File: config.mk
export PLATFORM = sky130hd
export DESIGN_NAME = ir_remote_mark_space_encoder
export DESIGN_NICKNAME = d
export VERILOG_FILES = /design/src/rtl/core/irmse_pkg.sv /design/src/rtl/core/ir_remote_mark_space_encoder.sv
export VERILOG_INCLUDE_DIRS = /design/src /design/src/rtl/core
export SDC_FILE = /design/constraint.sdc
export NUM_CORES = 1
export LEC_CHECK = 0
export ABC_AREA = 0
export CAP_MARGIN = 20
export CORE_MARGIN = 5
export CORE_UTILIZATION = 40
export CTS_CLUSTER_DIAMETER = 200
export CTS_CLUSTER_SIZE = 20
export DETAILED_ROUTE_END_ITERATION = 16
export DONT_BUFFER_PORTS = 1
export SETUP_SLACK_MARGIN = 0.1
export SYNTH_ARGS = -nofsm -noshare
export SYNTH_HDL_FRONTEND = slang
export SYNTH_SLANG_ARGS = --single-unit
File: constraint.sdc
create_clock -name clk_i -period 4.1 [get_ports clk_i]
set_input_delay 0.615 -clock clk_i [delete_from_list [all_inputs] [get_ports clk_i]]
set_output_delay 0.615 -clock clk_i [all_outputs]
set_load 0.01 [all_outputs]
File: src/rtl/core/assert_macros.svh
// Assertion macros shared by the RTL of the IR mark/space encoder.
// Depends on nothing; the including module must provide clk_i and rst_ni.
`ifndef ASSERT_MACROS_SVH
`define ASSERT_MACROS_SVH

// Checks that a property holds at every rising edge outside reset.
`define IRMSE_ASSERT(lbl, prop, msg) \
  lbl: assert property (@(posedge clk_i) disable iff (!rst_ni) (prop)) else $error(msg);

// Checks that a condition in one cycle implies another in the next cycle.
`define IRMSE_ASSERT_NEXT(lbl, cond, prop, msg) \
  lbl: assert property (@(posedge clk_i) disable iff (!rst_ni) (cond) |=> (prop)) \
    else $error(msg);

`endif

File: src/rtl/core/irmse_pkg.sv
// Protocol codes and pulse timings for the IR mark/space encoder.
// Depends on nothing; imported by ir_remote_mark_space_encoder.
package irmse_pkg;

  localparam int unsigned OpW    = 3;
  localparam int unsigned MarkW  = 14;
  localparam int unsigned SpaceW = 13;
  localparam int unsigned CntW   = 6;

  localparam logic [OpW-1:0] OpNec       = 3'd0;
  localparam logic [OpW-1:0] OpNecRepeat = 3'd1;
  localparam logic [OpW-1:0] OpSamsung   = 3'd2;
  localparam logic [OpW-1:0] OpSony      = 3'd3;
  localparam logic [OpW-1:0] OpRc5       = 3'd4;

  // Durations in microseconds.
  localparam logic [MarkW-1:0]  MarkNecHdr     = 14'd9000;
  localparam logic [MarkW-1:0]  MarkSamsungHdr = 14'd4500;
  localparam logic [MarkW-1:0]  MarkUnit       = 14'd562;
  localparam logic [MarkW-1:0]  MarkSonyHdr    = 14'd2400;
  localparam logic [MarkW-1:0]  MarkSonyZero   = 14'd600;
  localparam logic [MarkW-1:0]  MarkSonyOne    = 14'd1200;
  localparam logic [MarkW-1:0]  MarkRc5Half    = 14'd889;
  localparam logic [MarkW-1:0]  MarkRc5Full    = 14'd1778;

  localparam logic [SpaceW-1:0] SpaceHdr       = 13'd4500;
  localparam logic [SpaceW-1:0] SpaceRepeat    = 13'd2250;
  localparam logic [SpaceW-1:0] SpaceZero      = 13'd562;
  localparam logic [SpaceW-1:0] SpaceOne       = 13'd1687;
  localparam logic [SpaceW-1:0] SpaceSony      = 13'd600;
  localparam logic [SpaceW-1:0] SpaceRc5Half   = 13'd889;
  localparam logic [SpaceW-1:0] SpaceRc5Full   = 13'd1778;

  // Pair positions that end a frame, and the RC5 half-bit count.
  localparam logic [CntW-1:0] NecStopIdx  = 6'd33;
  localparam logic [CntW-1:0] SonyLastIdx = 6'd12;
  localparam logic [CntW-1:0] Rc5Levels   = 6'd27;

endpackage

File: src/rtl/core/ir_remote_mark_space_encoder.sv
// IR remote frame encoder: turns one frame request into mark/space pairs.
// Depends on irmse_pkg and assert_macros.svh.
//
//  Channel | Handshake                 | Payload
//  --------+---------------------------+---------------------------------------------
//  in      | in_valid_i / in_ready_o   | opcode, device_address, command_code, toggle
//  out     | out_valid_o / out_ready_i | mark_time, space_time, last_pair
//
// A request is taken whenever no frame is being generated, even while the
// final pair of the previous frame still waits in the output register.
// Pairs are produced one per cycle from a shift register: NEC and Samsung give 34 pairs,
// NEC repeat 2, Sony 13 and RC5 between 8 and 14.
// A stalled output register holds the generator; unused opcodes produce no transfer.
// Reset returns the block to idle with the output register empty.

`include "assert_macros.svh"

module ir_remote_mark_space_encoder import irmse_pkg::*; (
  input  logic              clk_i,
  input  logic              rst_ni,
  input  logic              in_valid_i,
  output logic              in_ready_o,
  input  logic [2:0]        opcode_i,
  input  logic [15:0]       device_address_i,
  input  logic [7:0]        command_code_i,
  input  logic              toggle_bit_i,
  output logic              out_valid_o,
  input  logic              out_ready_i,
  output logic [MarkW-1:0]  mark_time_o,
  output logic [SpaceW-1:0] space_time_o,
  output logic              last_pair_o
);

  localparam logic StIdle = 1'b0;
  localparam logic StRun  = 1'b1;

  logic              state_q, state_d;
  logic [OpW-1:0]    proto_q, proto_d;
  logic [CntW-1:0]   cnt_q, cnt_d;
  logic [31:0]       sh_q, sh_d;
  logic              out_valid_q, out_valid_d;
  logic [MarkW-1:0]  mark_q, mark_d;
  logic [SpaceW-1:0] space_q, space_d;
  logic              last_q, last_d;

  logic              in_fire, gen_en;
  logic [MarkW-1:0]  pair_mark;
  logic [SpaceW-1:0] pair_space;
  logic              pair_last;
  logic [2:0]        step;
  logic              rc5_m2, rc5_s1, rc5_s2;
  logic [7:0]        ncmd, nec_hi;
  logic [13:0]       rc5_frame;
  logic [27:0]       rc5_lv;
  logic              run_rc5, run_pulse, ends_frame;

  assign in_ready_o = (state_q == StIdle);
  assign in_fire    = in_valid_i && in_ready_o;
  assign gen_en     = (state_q == StRun) && (!out_valid_q || out_ready_i);

  assign ncmd   = ~command_code_i;
  assign nec_hi = (device_address_i[15:8] == 8'd0) ? ~device_address_i[7:0]
                                                   : device_address_i[15:8];
  assign rc5_frame = {2'b11, toggle_bit_i, device_address_i[4:0], command_code_i[5:0]};

  // Manchester half-bits, first-sent level in bit 0: a one is space then mark.
  always_comb begin
    for (int j = 0; j < 14; j++) begin
      rc5_lv[2*j]   = ~rc5_frame[13-j];
      rc5_lv[2*j+1] = rc5_frame[13-j];
    end
  end

  // RC5 runs are at most two half-bits long, so a window of four levels decides a pair.
  always_comb begin
    rc5_m2 = (cnt_q >= 6'd2) && sh_q[1];
    if (rc5_m2) begin
      rc5_s1 = (cnt_q > 6'd2) && !sh_q[2];
      rc5_s2 = rc5_s1 && (cnt_q > 6'd3) && !sh_q[3];
    end else begin
      rc5_s1 = (cnt_q > 6'd1) && !sh_q[1];
      rc5_s2 = rc5_s1 && (cnt_q > 6'd2) && !sh_q[2];
    end
  end

  always_comb begin
    pair_mark  = '0;
    pair_space = '0;
    pair_last  = 1'b0;
    step       = 3'd0;
    cnt_d      = cnt_q + 6'd1;
    case (proto_q)
      OpNec, OpSamsung: begin
        if (cnt_q == 6'd0) begin
          pair_mark  = (proto_q == OpNec) ? MarkNecHdr : MarkSamsungHdr;
          pair_space = SpaceHdr;
        end else if (cnt_q == NecStopIdx) begin
          pair_mark = MarkUnit;
          pair_last = 1'b1;
        end else begin
          pair_mark  = MarkUnit;
          pair_space = sh_q[0] ? SpaceOne : SpaceZero;
          step       = 3'd1;
        end
      end
      OpNecRepeat: begin
        if (cnt_q == 6'd0) begin
          pair_mark  = MarkNecHdr;
          pair_space = SpaceRepeat;
        end else begin
          pair_mark = MarkUnit;
          pair_last = 1'b1;
        end
      end
      OpSony: begin
        if (cnt_q == 6'd0) begin
          pair_mark  = MarkSonyHdr;
          pair_space = SpaceSony;
        end else begin
          pair_mark  = sh_q[0] ? MarkSonyOne : MarkSonyZero;
          pair_last  = (cnt_q == SonyLastIdx);
          pair_space = pair_last ? '0 : SpaceSony;
          step       = 3'd1;
        end
      end
      OpRc5: begin
        // Here the counter holds the number of half-bits still to send.
        step       = (rc5_m2 ? 3'd2 : 3'd1) + (rc5_s2 ? 3'd2 : (rc5_s1 ? 3'd1 : 3'd0));
        pair_mark  = rc5_m2 ? MarkRc5Full : MarkRc5Half;
        pair_last  = (cnt_q == {3'b000, step});
        pair_space = pair_last ? '0 : (rc5_s2 ? SpaceRc5Full : SpaceRc5Half);
        cnt_d      = cnt_q - {3'b000, step};
      end
      default: begin
        pair_last = 1'b1;
      end
    endcase
  end

  always_comb begin
    state_d     = state_q;
    proto_d     = proto_q;
    sh_d        = sh_q;
    out_valid_d = out_valid_q;
    mark_d      = mark_q;
    space_d     = space_q;
    last_d      = last_q;
    if (out_valid_q && out_ready_i) begin
      out_valid_d = 1'b0;
    end
    if (in_fire) begin
      proto_d = opcode_i;
      if (opcode_i <= OpRc5) begin
        state_d = StRun;
      end
      case (opcode_i)
        OpNec:     sh_d = {ncmd, command_code_i, nec_hi, device_address_i[7:0]};
        OpSamsung: sh_d = {ncmd, command_code_i, device_address_i[7:0],
                           device_address_i[7:0]};
        OpSony:    sh_d = {20'd0, device_address_i[4:0], command_code_i[6:0]};
        // The leading space of the start bit is never sent.
        OpRc5:     sh_d = {5'd0, rc5_lv[27:1]};
        default:   sh_d = sh_q;
      endcase
    end else if (gen_en) begin
      out_valid_d = 1'b1;
      mark_d      = pair_mark;
      space_d     = pair_space;
      last_d      = pair_last;
      sh_d        = sh_q >> step;
      if (pair_last) begin
        state_d = StIdle;
      end
    end
  end

  always_ff @(posedge clk_i or negedge rst_ni) begin
    if (!rst_ni) begin
      state_q     <= StIdle;
      proto_q     <= OpNec;
      cnt_q       <= '0;
      out_valid_q <= 1'b0;
    end else begin
      state_q     <= state_d;
      proto_q     <= proto_d;
      out_valid_q <= out_valid_d;
      if (in_fire) begin
        cnt_q <= (opcode_i == OpRc5) ? Rc5Levels : '0;
      end else if (gen_en) begin
        cnt_q <= cnt_d;
      end
    end
  end

  always_ff @(posedge clk_i) begin
    sh_q    <= sh_d;
    mark_q  <= mark_d;
    space_q <= space_d;
    last_q  <= last_d;
  end

  assign out_valid_o  = out_valid_q;
  assign mark_time_o  = mark_q;
  assign space_time_o = space_q;
  assign last_pair_o  = last_q;

  assign run_rc5    = (state_q == StRun) && (proto_q == OpRc5);
  assign run_pulse  = (state_q == StRun) && (proto_q != OpRc5);
  assign ends_frame = gen_en && pair_last;

  `IRMSE_ASSERT(a_rc5_levels_bounded, !run_rc5 || cnt_q <= Rc5Levels, "RC5 count out of range")
  `IRMSE_ASSERT(a_pulse_count_bounded, !run_pulse || cnt_q <= NecStopIdx, "pair count too high")
  `IRMSE_ASSERT(a_final_space_zero, !out_valid_q || !last_q || space_q == '0, "last space set")
  `IRMSE_ASSERT_NEXT(a_frame_closes, ends_frame, in_ready_o && out_valid_q && last_q, "open frame")

endmodule
==> flow_results.xml <==
<?xml version="1.0" encoding="UTF-8"?>
<metrics>
  <group name="setup_path">
    <metric name="worst_r2r_startpoint" unit="">cnt_q[5]</metric>
    <metric name="critical_path.top_delay_family" unit="">compound AO/OA/AOI/OAI gates</metric>
    <metric name="crit_path_end_kind" unit="">flip-flop</metric>
    <metric name="critical_path.cell_chain" unit="">or4_4, o31a_1, inv_1, o32ai_1, ha_1, a221o_1, buf_4, nor2_1, a21oi_1, o21ai_0</metric>
    <metric name="critPathBufInv" unit="">2</metric>
    <metric name="cp_data_arrival_time" unit="ns">3.75</metric>
    <metric name="path_class" unit="">reg -&gt; reg</metric>
    <metric name="max_stage_delay" unit="ns">0.81</metric>
    <metric name="timing.critical_path.from" unit="">cnt_q[5]</metric>
    <metric name="largest_driver_fanout_on_the_critical_path" unit="">23</metric>
    <metric name="worst_path_max_delay_cell" unit="">sky130_fd_sc_hd__a221o_1</metric>
    <metric name="start_kind" unit="">flip-flop</metric>
    <metric name="cp.required" unit="ns">4.15</metric>
    <metric name="critical_path.reg2reg.endpoint" unit="">sh_q[9]</metric>
    <metric name="worst-r2r-setup-slack" unit="ns">0.40</metric>
    <metric name="ff2ff_path_depth" unit="">10</metric>
  </group>
  <group name="synth">
    <metric name="ys_flop_type" unit="">sky130_fd_sc_hd__edfxtp_1</metric>
    <metric name="yosys-top-cells-area" unit="">sky130_fd_sc_hd__edfxtp_1, sky130_fd_sc_hd__mux2i_1, sky130_fd_sc_hd__nand2_1</metric>
    <metric name="asyncSetResetFlopFracSynth" unit="">0.157</metric>
    <metric name="synthDistinctLibCells" unit="">66</metric>
    <metric name="synth.top_cell.area_share" unit="">0.335</metric>
    <metric name="yosysTopAreaCell" unit="">sky130_fd_sc_hd__edfxtp_1</metric>
    <metric name="synth-edff-count" unit="">59</metric>
    <metric name="yosys_register_bits" unit="">70</metric>
    <metric name="synthesis.area_per_instance" unit="sq um">8.62</metric>
    <metric name="synthCells" unit="">613</metric>
    <metric name="syn-num-nets" unit="">656</metric>
    <metric name="synth-seq-area-share" unit="">0.387</metric>
    <metric name="synthesis.area" unit="sq mm">0.00528</metric>
    <metric name="synth.yosys.warnings" unit="">0</metric>
  </group>
  <group name="route">
    <metric name="detail_route.wirelength" unit="mm">15.5</metric>
    <metric name="drt_first_iter_violations" unit="">495</metric>
    <metric name="drc" unit="">0</metric>
    <metric name="vias" unit="">4757</metric>
    <metric name="via_per_inst" unit="">6.15</metric>
    <metric name="dr.pass1.iters" unit="">5</metric>
    <metric name="postRouteAntennaNets" unit="">0</metric>
    <metric name="detail_route.wl_per_cell" unit="microns">20.0</metric>
  </group>
  <group name="die">
    <metric name="io-pin-count" unit="">62</metric>
    <metric name="core_area" unit="sq mm">0.0131</metric>
    <metric name="floorplan.initialDensity" unit="">0.404</metric>
    <metric name="die_width" unit="microns">125</metric>
    <metric name="fp.dieH" unit="microns">125</metric>
    <metric name="fp-row-count" unit="">42</metric>
    <metric name="dieArea" unit="sq mm">0.0156</metric>
  </group>
  <group name="finish">
    <metric name="utilization" unit="">0.439</metric>
    <metric name="postLayoutCellArea" unit="sq mm">0.00575</metric>
    <metric name="area.growth.synth_to_final" unit="%">8.83</metric>
    <metric name="drive_above_1_share" unit="">0.0853</metric>
    <metric name="layout.cells.most_common_list" unit="">sky130_fd_sc_hd__nand2_1, sky130_fd_sc_hd__edfxtp_1, sky130_fd_sc_hd__a21oi_1</metric>
    <metric name="layout.cells.most_common" unit="">sky130_fd_sc_hd__nand2_1</metric>
    <metric name="finish.net_count" unit="">636</metric>
    <metric name="antenna_cells" unit="">0</metric>
  </group>
  <group name="power_and_ir_drop">
    <metric name="powerDensity" unit="mW/mm^2">1010</metric>
    <metric name="power.static_leakage" unit="nW">2.27</metric>
    <metric name="vdd_drop_max" unit="V">0.000373</metric>
  </group>
  <group name="sta">
    <metric name="hold_viol_final" unit="">0</metric>
    <metric name="maxSlewHeadroom" unit="">0.377</metric>
    <metric name="fin_skew" unit="ns">0.00694</metric>
    <metric name="hold_slack" unit="ns">0.385</metric>
    <metric name="unrepaired_setup_endpoints_after_global_routing" unit="">false</metric>
    <metric name="fin_ws" unit="ns">0.404</metric>
    <metric name="achievable-frequency" unit="GHz">0.271</metric>
    <metric name="worst_slew_pin_slew" unit="ns">0.934</metric>
    <metric name="tns" unit="ns">0</metric>
    <metric name="layout_min_cycle_time" unit="ns">3.70</metric>
    <metric name="finalMaxSlewViolations" unit="">0</metric>
    <metric name="setup_viol_count_final" unit="">0</metric>
    <metric name="min_period_over_period" unit="">0.901</metric>
  </group>
  <group name="flow_run">
    <metric name="drv_cap" unit="">0</metric>
  </group>
  <group name="global_route">
    <metric name="overflow" unit="">0</metric>
    <metric name="grt_pass1_wl" unit="mm">24.9</metric>
    <metric name="grt_start_max_net_pins" unit="">39</metric>
    <metric name="grt_usage" unit="">0.195</metric>
    <metric name="first_global_vias" unit="">4567</metric>
    <metric name="antenna_found_initial" unit="">0</metric>
  </group>
  <group name="run_status">
    <metric name="status" unit="">finished clean</metric>
  </group>
  <group name="placement">
    <metric name="dpl.hpwl" unit="mm">11.4</metric>
    <metric name="placement.io_buffers" unit="">0</metric>
    <metric name="placed_area" unit="sq mm">0.00542</metric>
    <metric name="place_congestion" unit="">0.967</metric>
    <metric name="post-place-ws" unit="ns">0.421</metric>
  </group>
  <group name="clock_network">
    <metric name="cts_buffer_depth" unit="">2</metric>
    <metric name="total_number_of_h_tree_levels" unit="">3</metric>
    <metric name="worst_skew_pair.late_latency" unit="ns">0.34</metric>
    <metric name="tritoncts.num_buffers" unit="">9</metric>
    <metric name="clock_tree_from_tritoncts" unit="">built</metric>
    <metric name="clkTransAtPathRegs" unit="ns">0.06</metric>
    <metric name="post_cts_buffers" unit="">0</metric>
    <metric name="clock_tree.root_cell" unit="">sky130_fd_sc_hd__clkbuf_16</metric>
    <metric name="clock-sinks" unit="">70</metric>
  </group>
  <group name="hold_path">
    <metric name="hold_endpoint" unit="">proto_q[0]</metric>
    <metric name="min_path_cells" unit="">2</metric>
    <metric name="worstHoldPathType" unit="">in -&gt; reg</metric>
    <metric name="hold_path.startpoint" unit="">opcode_i[0]</metric>
  </group>
</metrics>
sequential cells by signal (all words and copies together), names as in the netlist:
signal / flops
proto_q: 3
out_valid_o: 1
state_q: 1
last_pair_o: 1
space_time_o: 13
sh_q: 32
mark_time_o: 13
cnt_q: 6
layout make-up:
cell class / instances / area (sq um)
fillers: 1291 / 7340
multi-input cells: 480 / 2970
flip-flops and latches: 70 / 2050
clock buffers: 9 / 225
well taps: 176 / 220
repair buffers: 20 / 185
clock inverters: 7 / 56.3
inverters: 12 / 45.0
per-layer routing:
layer | wire (microns) | global-route usage | vias to the layer above
li1 | - | - | 2243
met1 | 7070 | 0.277 | 2264
met2 | 6900 | 0.294 | 228
met3 | 1220 | 0.0472 | 22
met4 | 260 | 0.0638 | 0
met5 | 0 | 0 | -
through the flow:
stage | total power, mW | instances
2_1_floorplan | 4.18 | 613
5_1_grt | 6.26 | 774
3_5_place_dp | 4.98 | 756
6_report | 5.81 | 774
3_3_place_gp | 4.92 | 756
4_1_cts | 5.74 | 773
synthesized netlist by cell type (8+ instances only):
library cell and count:
sky130_fd_sc_hd__o221ai_1 8, sky130_fd_sc_hd__mux2i_1 42, sky130_fd_sc_hd__nor2_1 44, sky130_fd_sc_hd__ha_1 10
sky130_fd_sc_hd__dfrtp_1 11, sky130_fd_sc_hd__nand2b_1 10, sky130_fd_sc_hd__clkbuf_1 30, sky130_fd_sc_hd__edfxtp_1 59
sky130_fd_sc_hd__a21oi_1 54, sky130_fd_sc_hd__a31oi_1 9, sky130_fd_sc_hd__o21ai_0 42, sky130_fd_sc_hd__o22ai_1 17
sky130_fd_sc_hd__inv_1 12, sky130_fd_sc_hd__nor3_1 13, sky130_fd_sc_hd__nand3_1 12, sky130_fd_sc_hd__a22oi_1 11
sky130_fd_sc_hd__nand2_1 103, sky130_fd_sc_hd__o211ai_1 16, sky130_fd_sc_hd__buf_2 13
worst max path at each step:
stage / endpoint / slack [ns] / depth (start not counted)
floorplan: space_time_o[4] / 0.75 / 14
global placement: state_q / 0.50 / 14
detailed placement: state_q / 0.42 / 14
CTS: state_q / 0.40 / 14
global route: state_q / 0.15 / 14
finish: sh_q[9] / 0.40 / 10
kinds of logic after synthesis:
group,synth area share
fa+ha+maj,0.0275
flops,0.387
simple gates,0.194
xor+xnor,0.00995
buf+inv,0.0542
mux,0.0860
compound gates,0.241
power breakdown:
| group | total (mW) | internal (mW) | switching, mW |
|---|---|---|---|
| combinational | 3.29 | 1.29 | 2.00 |
| clock | 0.745 | 0.417 | 0.328 |
| sequential | 1.77 | 1.38 | 0.397 |
what timing repair did:
action / in CTS / in global routing
endpoints found under the setup margin: 0 / 1
hold endpoints to repair: 11 / 0
resized for setup: 0 / 1
hold buffers: 1 / 0
Note: power is estimated with default switching activity, not from simulation.
